### src/rtl/core/rwl_pkg.sv
// Shared codes and types for the reader-writer lock unit.
package rwl_pkg;

  localparam int REQ_W = 3;
  localparam int OC_W  = 3;

  localparam logic [REQ_W-1:0] REQ_ENTER_READ  = 3'd0;
  localparam logic [REQ_W-1:0] REQ_ENTER_WRITE = 3'd1;
  localparam logic [REQ_W-1:0] REQ_EXIT_READ   = 3'd2;
  localparam logic [REQ_W-1:0] REQ_EXIT_WRITE  = 3'd3;
  localparam logic [REQ_W-1:0] REQ_DOWNGRADE   = 3'd4;
  localparam logic [REQ_W-1:0] REQ_TRY_UPGRADE = 3'd5;

  localparam logic [OC_W-1:0] OC_READ     = 3'd0;
  localparam logic [OC_W-1:0] OC_WRITE    = 3'd1;
  localparam logic [OC_W-1:0] OC_BLOCKED  = 3'd2;
  localparam logic [OC_W-1:0] OC_REFUSED  = 3'd3;
  localparam logic [OC_W-1:0] OC_RELEASED = 3'd4;
  localparam logic [OC_W-1:0] OC_ERROR    = 3'd5;

  typedef struct packed {
    logic push;
    logic pop;
  } rwl_qctl_t;

endpackage

### src/rtl/core/reader_writer_lock_unit.sv
// Reader-writer lock unit: request decoder, handoff sequencer and wait queues.
// The request is registered, then decided in S_DECIDE once the output is free;
// a release may then wake every queued reader (up to WAIT_QUEUE_DEPTH) or one
// writer, one result a cycle from the shared output register while m_tready is
// high; s_tready is high only while the sequencer is idle.
// Reset (rst, synchronous): lock free, no readers, both wait queues empty;
// queue entries are undefined until written.
module reader_writer_lock_unit #(
  parameter int THREAD_ID_BITS   = 6,
  parameter int WAIT_QUEUE_DEPTH = 16,
  parameter int MAX_READERS      = 255
) (
  input  logic clk,
  input  logic rst,
  input  logic s_tvalid,
  output logic s_tready,
  // s_tdata: [2:0] req_type, then thread_id (THREAD_ID_BITS), zero padded
  input  logic [((rwl_pkg::REQ_W + THREAD_ID_BITS + 7) / 8) * 8 - 1:0] s_tdata,
  output logic m_tvalid,
  input  logic m_tready,
  // m_tdata: target_thread (THREAD_ID_BITS), then outcome (3 bits), zero padded
  output logic [((THREAD_ID_BITS + rwl_pkg::OC_W + 7) / 8) * 8 - 1:0] m_tdata,
  output logic m_tlast
);
  import rwl_pkg::*;

  localparam int TB    = THREAD_ID_BITS;
  localparam int OUT_W = ((TB + OC_W + 7) / 8) * 8;
  localparam int RC_W  = $clog2(MAX_READERS + 1);
  localparam int QC_W  = $clog2(WAIT_QUEUE_DEPTH + 1);

  localparam logic [2:0] S_IDLE   = 3'd0;
  localparam logic [2:0] S_DECIDE = 3'd1;
  localparam logic [2:0] S_RWAKE  = 3'd2;
  localparam logic [2:0] S_WWAKE  = 3'd3;

  logic [2:0]      state;
  logic [2:0]      state_next;
  logic [REQ_W-1:0] req_op;
  logic [TB-1:0]   req_tid;

  logic [RC_W-1:0] reader_count;
  logic [RC_W-1:0] reader_count_next;
  logic            write_held;
  logic            write_held_next;
  logic [TB-1:0]   writer_owner;
  logic [TB-1:0]   writer_owner_next;

  rwl_qctl_t       rq_ctl;
  rwl_qctl_t       wq_ctl;
  logic [QC_W-1:0] rq_cnt;
  logic [QC_W-1:0] wq_cnt;
  logic [TB-1:0]   rq_head;
  logic [TB-1:0]   wq_head;

  logic            ov;
  logic [TB-1:0]   o_tid;
  logic [OC_W-1:0] o_oc;
  logic            o_last;
  logic            can_load;
  logic            load;
  logic [TB-1:0]   ld_tid;
  logic [OC_W-1:0] ld_oc;
  logic            ld_last;
  logic            owner;
  logic            rq_full;

  assign s_tready = (state == S_IDLE);
  assign can_load = !ov || m_tready;
  assign m_tvalid = ov;
  assign m_tlast  = o_last;
  assign m_tdata  = OUT_W'({o_oc, o_tid});

  assign owner   = write_held && (writer_owner == req_tid);
  assign rq_full = (rq_cnt >= QC_W'(WAIT_QUEUE_DEPTH)) ||
                   ((int'(rq_cnt) + 2) > MAX_READERS);

  always_comb begin
    state_next        = state;
    reader_count_next = reader_count;
    write_held_next   = write_held;
    writer_owner_next = writer_owner;
    rq_ctl            = '0;
    wq_ctl            = '0;
    load              = 1'b0;
    ld_tid            = req_tid;
    ld_oc             = OC_ERROR;
    ld_last           = 1'b1;
    unique case (state)
      S_IDLE: begin
        if (s_tvalid) begin
          state_next = S_DECIDE;
        end
      end
      S_DECIDE: begin
        if (can_load) begin
          load       = 1'b1;
          state_next = S_IDLE;
          unique case (req_op)
            REQ_ENTER_READ: begin
              if (!write_held) begin
                if (reader_count < RC_W'(MAX_READERS)) begin
                  reader_count_next = reader_count + RC_W'(1);
                  ld_oc             = OC_READ;
                end
              end else if (!owner && !rq_full) begin
                rq_ctl.push = 1'b1;
                ld_oc       = OC_BLOCKED;
              end
            end
            REQ_ENTER_WRITE: begin
              if (!write_held && reader_count == '0) begin
                write_held_next   = 1'b1;
                writer_owner_next = req_tid;
                ld_oc             = OC_WRITE;
              end else if (!owner && wq_cnt < QC_W'(WAIT_QUEUE_DEPTH)) begin
                wq_ctl.push = 1'b1;
                ld_oc       = OC_BLOCKED;
              end
            end
            REQ_EXIT_READ: begin
              if (!write_held && reader_count != '0) begin
                ld_oc = OC_RELEASED;
                if (reader_count > RC_W'(1) || wq_cnt == '0) begin
                  reader_count_next = reader_count - RC_W'(1);
                end else begin
                  // last reader: hand the lock to the first waiting writer
                  reader_count_next = '0;
                  write_held_next   = 1'b1;
                  ld_last           = 1'b0;
                  state_next        = S_WWAKE;
                end
              end
            end
            REQ_EXIT_WRITE: begin
              if (owner) begin
                ld_oc = OC_RELEASED;
                if (rq_cnt != '0) begin
                  write_held_next   = 1'b0;
                  reader_count_next = RC_W'(rq_cnt);
                  ld_last           = 1'b0;
                  state_next        = S_RWAKE;
                end else if (wq_cnt != '0) begin
                  ld_last    = 1'b0;
                  state_next = S_WWAKE;
                end else begin
                  write_held_next = 1'b0;
                end
              end
            end
            REQ_DOWNGRADE: begin
              if (owner) begin
                write_held_next   = 1'b0;
                reader_count_next = RC_W'(rq_cnt) + RC_W'(1);
                ld_oc             = OC_READ;
                if (rq_cnt != '0) begin
                  ld_last    = 1'b0;
                  state_next = S_RWAKE;
                end
              end
            end
            REQ_TRY_UPGRADE: begin
              if (!write_held && reader_count != '0) begin
                if (reader_count > RC_W'(1)) begin
                  ld_oc = OC_REFUSED;
                end else begin
                  reader_count_next = '0;
                  write_held_next   = 1'b1;
                  writer_owner_next = req_tid;
                  ld_oc             = OC_WRITE;
                end
              end
            end
            default: begin
              ld_oc = OC_ERROR;
            end
          endcase
        end
      end
      S_RWAKE: begin
        if (can_load) begin
          load       = 1'b1;
          ld_tid     = rq_head;
          ld_oc      = OC_READ;
          ld_last    = (rq_cnt == QC_W'(1));
          rq_ctl.pop = 1'b1;
          if (rq_cnt == QC_W'(1)) begin
            state_next = S_IDLE;
          end
        end
      end
      S_WWAKE: begin
        if (can_load) begin
          load              = 1'b1;
          ld_tid            = wq_head;
          ld_oc             = OC_WRITE;
          ld_last           = 1'b1;
          wq_ctl.pop        = 1'b1;
          writer_owner_next = wq_head;
          state_next        = S_IDLE;
        end
      end
      default: begin
        state_next = S_IDLE;
      end
    endcase
  end

  always_ff @(posedge clk) begin
    if (rst) begin
      state        <= S_IDLE;
      reader_count <= '0;
      write_held   <= 1'b0;
      writer_owner <= '0;
      ov           <= 1'b0;
    end else begin
      state        <= state_next;
      reader_count <= reader_count_next;
      write_held   <= write_held_next;
      writer_owner <= writer_owner_next;
      if (load) begin
        ov <= 1'b1;
      end else if (m_tready) begin
        ov <= 1'b0;
      end
    end
  end

  // hold the request and the output word; no reset on payload
  always_ff @(posedge clk) begin
    if (s_tvalid && s_tready) begin
      req_op  <= s_tdata[REQ_W-1:0];
      req_tid <= s_tdata[REQ_W +: TB];
    end
    if (load) begin
      o_tid  <= ld_tid;
      o_oc   <= ld_oc;
      o_last <= ld_last;
    end
  end

  rwl_queue #(
    .DEPTH (WAIT_QUEUE_DEPTH),
    .W     (TB)
  ) u_reader_queue (
    .clk       (clk),
    .rst       (rst),
    .ctl       (rq_ctl),
    .push_data (req_tid),
    .count     (rq_cnt),
    .head_data (rq_head)
  );

  rwl_queue #(
    .DEPTH (WAIT_QUEUE_DEPTH),
    .W     (TB)
  ) u_writer_queue (
    .clk       (clk),
    .rst       (rst),
    .ctl       (wq_ctl),
    .push_data (req_tid),
    .count     (wq_cnt),
    .head_data (wq_head)
  );

`ifndef SYNTHESIS
  a_no_mixed_hold: assert property (@(posedge clk) disable iff (rst)
    !(write_held && reader_count != '0))
    else $error("lock both write-held and read-held");

  a_rwake_has_waiter: assert property (@(posedge clk) disable iff (rst)
    (state == S_RWAKE) |-> (rq_cnt != '0 && !write_held))
    else $error("reader wake with empty reader queue");

  a_wwake_has_waiter: assert property (@(posedge clk) disable iff (rst)
    (state == S_WWAKE) |-> (wq_cnt != '0 && write_held))
    else $error("writer handoff with empty writer queue");

  a_load_slot_free: assert property (@(posedge clk) disable iff (rst)
    load |-> (!ov || m_tready))
    else $error("result word overwritten before it was taken");
`endif

endmodule

### src/rtl/core/rwl_queue.sv
// Ring FIFO of waiting thread ids with a registered head read.
module rwl_queue #(
  parameter int DEPTH = 16,
  parameter int W     = 6
) (
  input  logic                         clk,
  input  logic                         rst,
  input  rwl_pkg::rwl_qctl_t           ctl,
  input  logic [W-1:0]                 push_data,
  output logic [$clog2(DEPTH+1)-1:0]   count,
  output logic [W-1:0]                 head_data
);
  import rwl_pkg::*;

  localparam int CW = $clog2(DEPTH + 1);
  localparam int IW = (DEPTH > 1) ? $clog2(DEPTH) : 1;

  logic [W-1:0]  mem [DEPTH];
  logic [IW-1:0] head;
  logic [IW-1:0] head_next;
  logic [IW-1:0] tail;
  int            tsum;

  always_comb begin
    tsum = int'(head) + int'(count);
    if (tsum >= DEPTH) begin
      tsum = tsum - DEPTH;
    end
    tail = IW'(tsum);
    if (ctl.pop) begin
      head_next = (head == IW'(DEPTH - 1)) ? '0 : head + IW'(1);
    end else begin
      head_next = head;
    end
  end

  always_ff @(posedge clk) begin
    if (rst) begin
      head  <= '0;
      count <= '0;
    end else begin
      head <= head_next;
      if (ctl.push) begin
        count <= count + CW'(1);
      end else if (ctl.pop) begin
        count <= count - CW'(1);
      end
    end
  end

  // read from the next head so that head_data shows the new head in the cycle after a pop
  always_ff @(posedge clk) begin
    if (ctl.push) begin
      mem[tail] <= push_data;
    end
    head_data <= mem[head_next];
  end

endmodule
### config.mk
export PLATFORM = sky130hd
export DESIGN_NAME = reader_writer_lock_unit
export DESIGN_NICKNAME = d
export VERILOG_FILES = /design/src/rtl/core/rwl_pkg.sv /design/src/rtl/core/reader_writer_lock_unit.sv /design/src/rtl/core/rwl_queue.sv
export SDC_FILE = /design/constraint.sdc
export NUM_CORES = 1
export LEC_CHECK = 0
export ABC_AREA = 1
export BUFFER_PORTS_ARGS = -buffer_cell sky130_fd_sc_hd__clkbuf_2
export CORE_AREA = 2 2 153 155
export DETAILED_ROUTE_END_ITERATION = 10
export DIE_AREA = 0 0 155 157
export GPL_TIMING_DRIVEN = 0
export PLACE_DENSITY = 0.71
export SKIP_CTS_REPAIR_TIMING = 1
export SKIP_LAST_GASP = 1
export SLEW_MARGIN = 15
export SYNTH_ARGS = -nofsm -noshare
export SYNTH_HDL_FRONTEND = slang
export SYNTH_SLANG_ARGS = --single-unit
### constraint.sdc
create_clock -name clk -period 3.5 [get_ports clk]
set_input_delay 0.175 -clock clk [delete_from_list [all_inputs] [get_ports clk]]
set_output_delay 0.175 -clock clk [all_outputs]
set_load 0.05 [all_outputs]
==> results.md <==
- Outcome: complete, no violations
- Mux cell area share after synthesis: 0
- Critical path startpoint category: flop
- Synth top area share: 0.5139
- R2R setup slack: 290 ps
- Port Buf Inserts: 23
- Yosys top cell by area: edfxtp_1
- Pwr Total: 0.006971 W
- Synth top area cells: edfxtp_1 (51%), nand2_1 (11%), dfxtp_1 (7.8%)
- Leak: 5.753 nW
- RSZ-0062 raised after global routing: no
- Area of the multi-input gates: 0.004222 mm2
- Final routed DRC violation total: 0
- CTS Buf Count: 28
- Register area: around 0.0073 mm2
- Clock slew at reported path FFs: about 60 ps
- Final Max Tran Viols: 0
- Root buffer cell: clkbuf_16
- Cell Rows: 55
- Number of synthesized register bits: 259
- Layout Cells excl Fill: 1,686
- Pre-antenna DRT Iters: 5
- Clk_lat worst skew: about 540 ps
- Starting Density: 0.5479
- Die area: 0.02434 mm2
- Post-synthesis sequential area ratio: 0.5918
- Hold Crit Depth: 4
- Synth Area in XOR/XNOR: 0.01603
- Fillers: 1,865
- Final worst path period need: 3213 ps
- Crit Path Max Fanout: 12
- Largest family of logic cells by synthesized area: simple AND/OR/NAND/NOR gates
- Hold_sp: m_tready
- Worst R2R End: u_writer_queue.mem[15][4]$_DFFE_PP_
- Hold Fails Final Rpt: 0
- Syn-to-layout area delta: 14.09%
- # IOs: 39
- Placeable Area: 0.02250 mm2
- Final net count: 1,426
- CTS max path bufs: 3
- First DRT Iteration DRCs: 792
- Setup Viol. Count Final: 0
- Layout cells sized above 1: 0.1156
- Max_cap viols: 0
- PwrDens: 495.6 mW/mm2
- Post-Synth Adder-Cell Area: 0.02821
- Slew @ Worst Pin: 1102 ps
- GR Overflow Total: 0
- RD Place Congestion: between 0.9 and 1
- Via count: roughly 9.0k
- DP Wirelength: 21,320 um
- Worst R2R Start: req_tid[4]$_DFFE_PP_
- Syn avg cell area: 9.506 um2
- Synth top cells by count: nand2_1 (355), edfxtp_1 (211), nand3_1 (144)
- Post-Syn Area: 0.01233 mm2
- ANT nets after route: 0
- Yosys cell types: 43
- Drt total wl: 29,290 um
- Synth Flop Type: edfxtp_1
- Placed Cells: 1,622
- Largest net degree at the start of global routing: 23
- Post-Synth Simple-Gate Area: 0.2279
- Count leader, synth: nand2_1
- Peak VDD IR: 0.0004123 V
- Number of flops mapped to enable cells by yosys: 211
- Async SR Flop Fraction: 0
- Synth Area in Compound Gates: 0.06749
- Die Y: 157 um
- Worst setup EP type: flop
- GRT Resource Usage Total: 0.2449
- Syn Inst Count: between 1k and 1.5k
- Hold endpoint: m_tvalid$_SDFFE_PP0P_
- WS Path Type: flop to flop
- Setup Skew: 16.67 ps
- Arr. time, crit path: 3380 ps
- FMAX: 311.2 MHz
- Synth Warn #: 0
- Worst Hold Class: input port to flop
- Ant. Diodes: 0
- R2R depth: 11
- Die width: 155 um
- Final Cycle Share: 0.9180
- Vias per cell: 5.365
- First-pass GRT wire length: 46,220 um
- CTS tree: built
- Sink Count: 259
- Worst slew margin: 0.2628
- Antenna violations before repair: 0
- # H-tree levels: 1
- Post-layout util: 0.6251
- WP data required: 3660 ps
- Vias in the first global route: 8,564
- Average wire per standard cell: 17.37 um
==> worst max-delay path by stage <==
stage               cells after the start                                   end                  from
floorplan                              14  u_writer_queue.count[4]$_SDFFE_PP0P_  req_tid[1]$_DFFE_PP_
global placement                       10    u_writer_queue.mem[7][1]$_DFFE_PP_  req_tid[1]$_DFFE_PP_
detailed placement                     12    u_writer_queue.mem[3][4]$_DFFE_PP_  req_tid[3]$_DFFE_PP_
CTS                                    12    u_writer_queue.mem[3][4]$_DFFE_PP_  req_tid[3]$_DFFE_PP_
global route                           11   u_writer_queue.mem[13][0]$_DFFE_PP_  req_tid[4]$_DFFE_PP_
finish                                 11   u_writer_queue.mem[15][4]$_DFFE_PP_  req_tid[4]$_DFFE_PP_
==> cell families (layout without fill, tap and decap cells) <==
| kind of cell | after synthesis | count (layout) |
|---|---|---|
| other | 1 | 7 |
| AND/OR/NAND/NOR | 665 | 665 |
| flip-flops | 259 | 259 |
| buffers and inverters | 196 | 294 |
| adder cells (fa/ha/maj) | 26 | 26 |
| AO/OA/AOI/OAI | 130 | 130 |
| XOR/XNOR | 20 | 20 |
==> power by group <==
group	total (W)	internal (W)	leakage, nW	switching, W
logic	0.000565	0.000182	3.00	0.000383
registers	0.00343	0.00339	2.30	0.0000425
clock network	0.00297	0.00180	0.455	0.00117
==> registers in the layout, summed over array words and instances (netlist names), 2 cells and up <==
name and count:
u_reader_queue.mem 96, u_writer_queue.mem 96, reader_count 8, o_tid 6, req_tid 6, u_reader_queue.head_data 6, u_writer_queue.head_data 6, writer_owner 6
u_reader_queue.count 5, u_writer_queue.count 5, u_reader_queue.head 4, u_writer_queue.head 4, o_oc 3, req_op 3, state 2
==> worst max-delay path, cell delays in order, from the launching register on <==
cell      delay (ps)
edfxtp_1         610
buf_8            220
inv_1             80
nand2_1           70
nand2_1           50
nand3_1          110
nor2_4            90
nor2_1           370
nand3_2          260
inv_1            200
nand3_1          280
nor2_1           480
==> layout by cell type, fill, tap and decap left out, types with 4 or more instances in the layout <==
| master | Yosys | layout |
|---|---|---|
| o221ai_1 | 5 | 5 |
| nor2_1 | 124 | 121 |
| nand2_1 | 355 | 355 |
| inv_1 | 134 | 134 |
| dfxtp_1 | 48 | 48 |
| buf_4 | 17 | 21 |
| nand2_2 | 9 | 9 |
| clkinv_2 | 1 | 6 |
| clkbuf_1 | 10 | 14 |
| buf_8 | 0 | 10 |
| edfxtp_1 | 211 | 211 |
| inv_2 | 10 | 10 |
| dlygate4sd3_1 | 0 | 9 |
| xor2_1 | 11 | 11 |
| ha_1 | 23 | 23 |
| o211ai_1 | 43 | 43 |
| o21ai_0 | 33 | 33 |
| conb_1 | 1 | 7 |
| clkinv_1 | 0 | 5 |
| buf_2 | 20 | 20 |
| nand4_1 | 11 | 11 |
| xnor2_1 | 6 | 6 |
| nand3_1 | 144 | 144 |
| nor2_2 | 5 | 8 |
| o21a_1 | 5 | 5 |
| clkbuf_16 | 0 | 29 |
| clkbuf_2 | 0 | 23 |
| bufinv_16 | 0 | 4 |
| nor3_1 | 5 | 5 |
| o21ai_1 | 4 | 4 |
| a21oi_1 | 30 | 30 |
==> layer usage <==
metal,track usage,vias to the layer above,wire [um]
met1,0.3483,4206,13050
met2,0.3975,309,13500
met3,0.03056,41,2001
met4,0.07319,0,738
met5,0,-,0
li1,-,4490,-
==> cell type report <==
cell class	instances	share of cell area
well taps	285	0.02535
clock buffers	33	0.05266
plain buffers	51	0.02099
repair buffers	47	0.02935
flip-flops and latches	259	0.5188
inverters	145	0.03878
multi-input cells	848	0.3001
clock inverters	18	0.01397
==> metrics by stage <==
stage / TNS, ps / worst slack [ps] / hold slack [ps] / cell area (um2)
after global routing: 0 / 98.47 / 42.21 / 14070
after global placement: -58990 / -408.1 / 352.9 / 12820
final: 0 / 286.9 / 20.77 / 14070
after detailed placement: 0 / 118.4 / 355.5 / 13000
after floorplan: 0 / 806.4 / 273.9 / 12350
after CTS: 0 / 95.54 / -201.2 / 13940
Note: power is estimated with default switching activity, not from simulation.
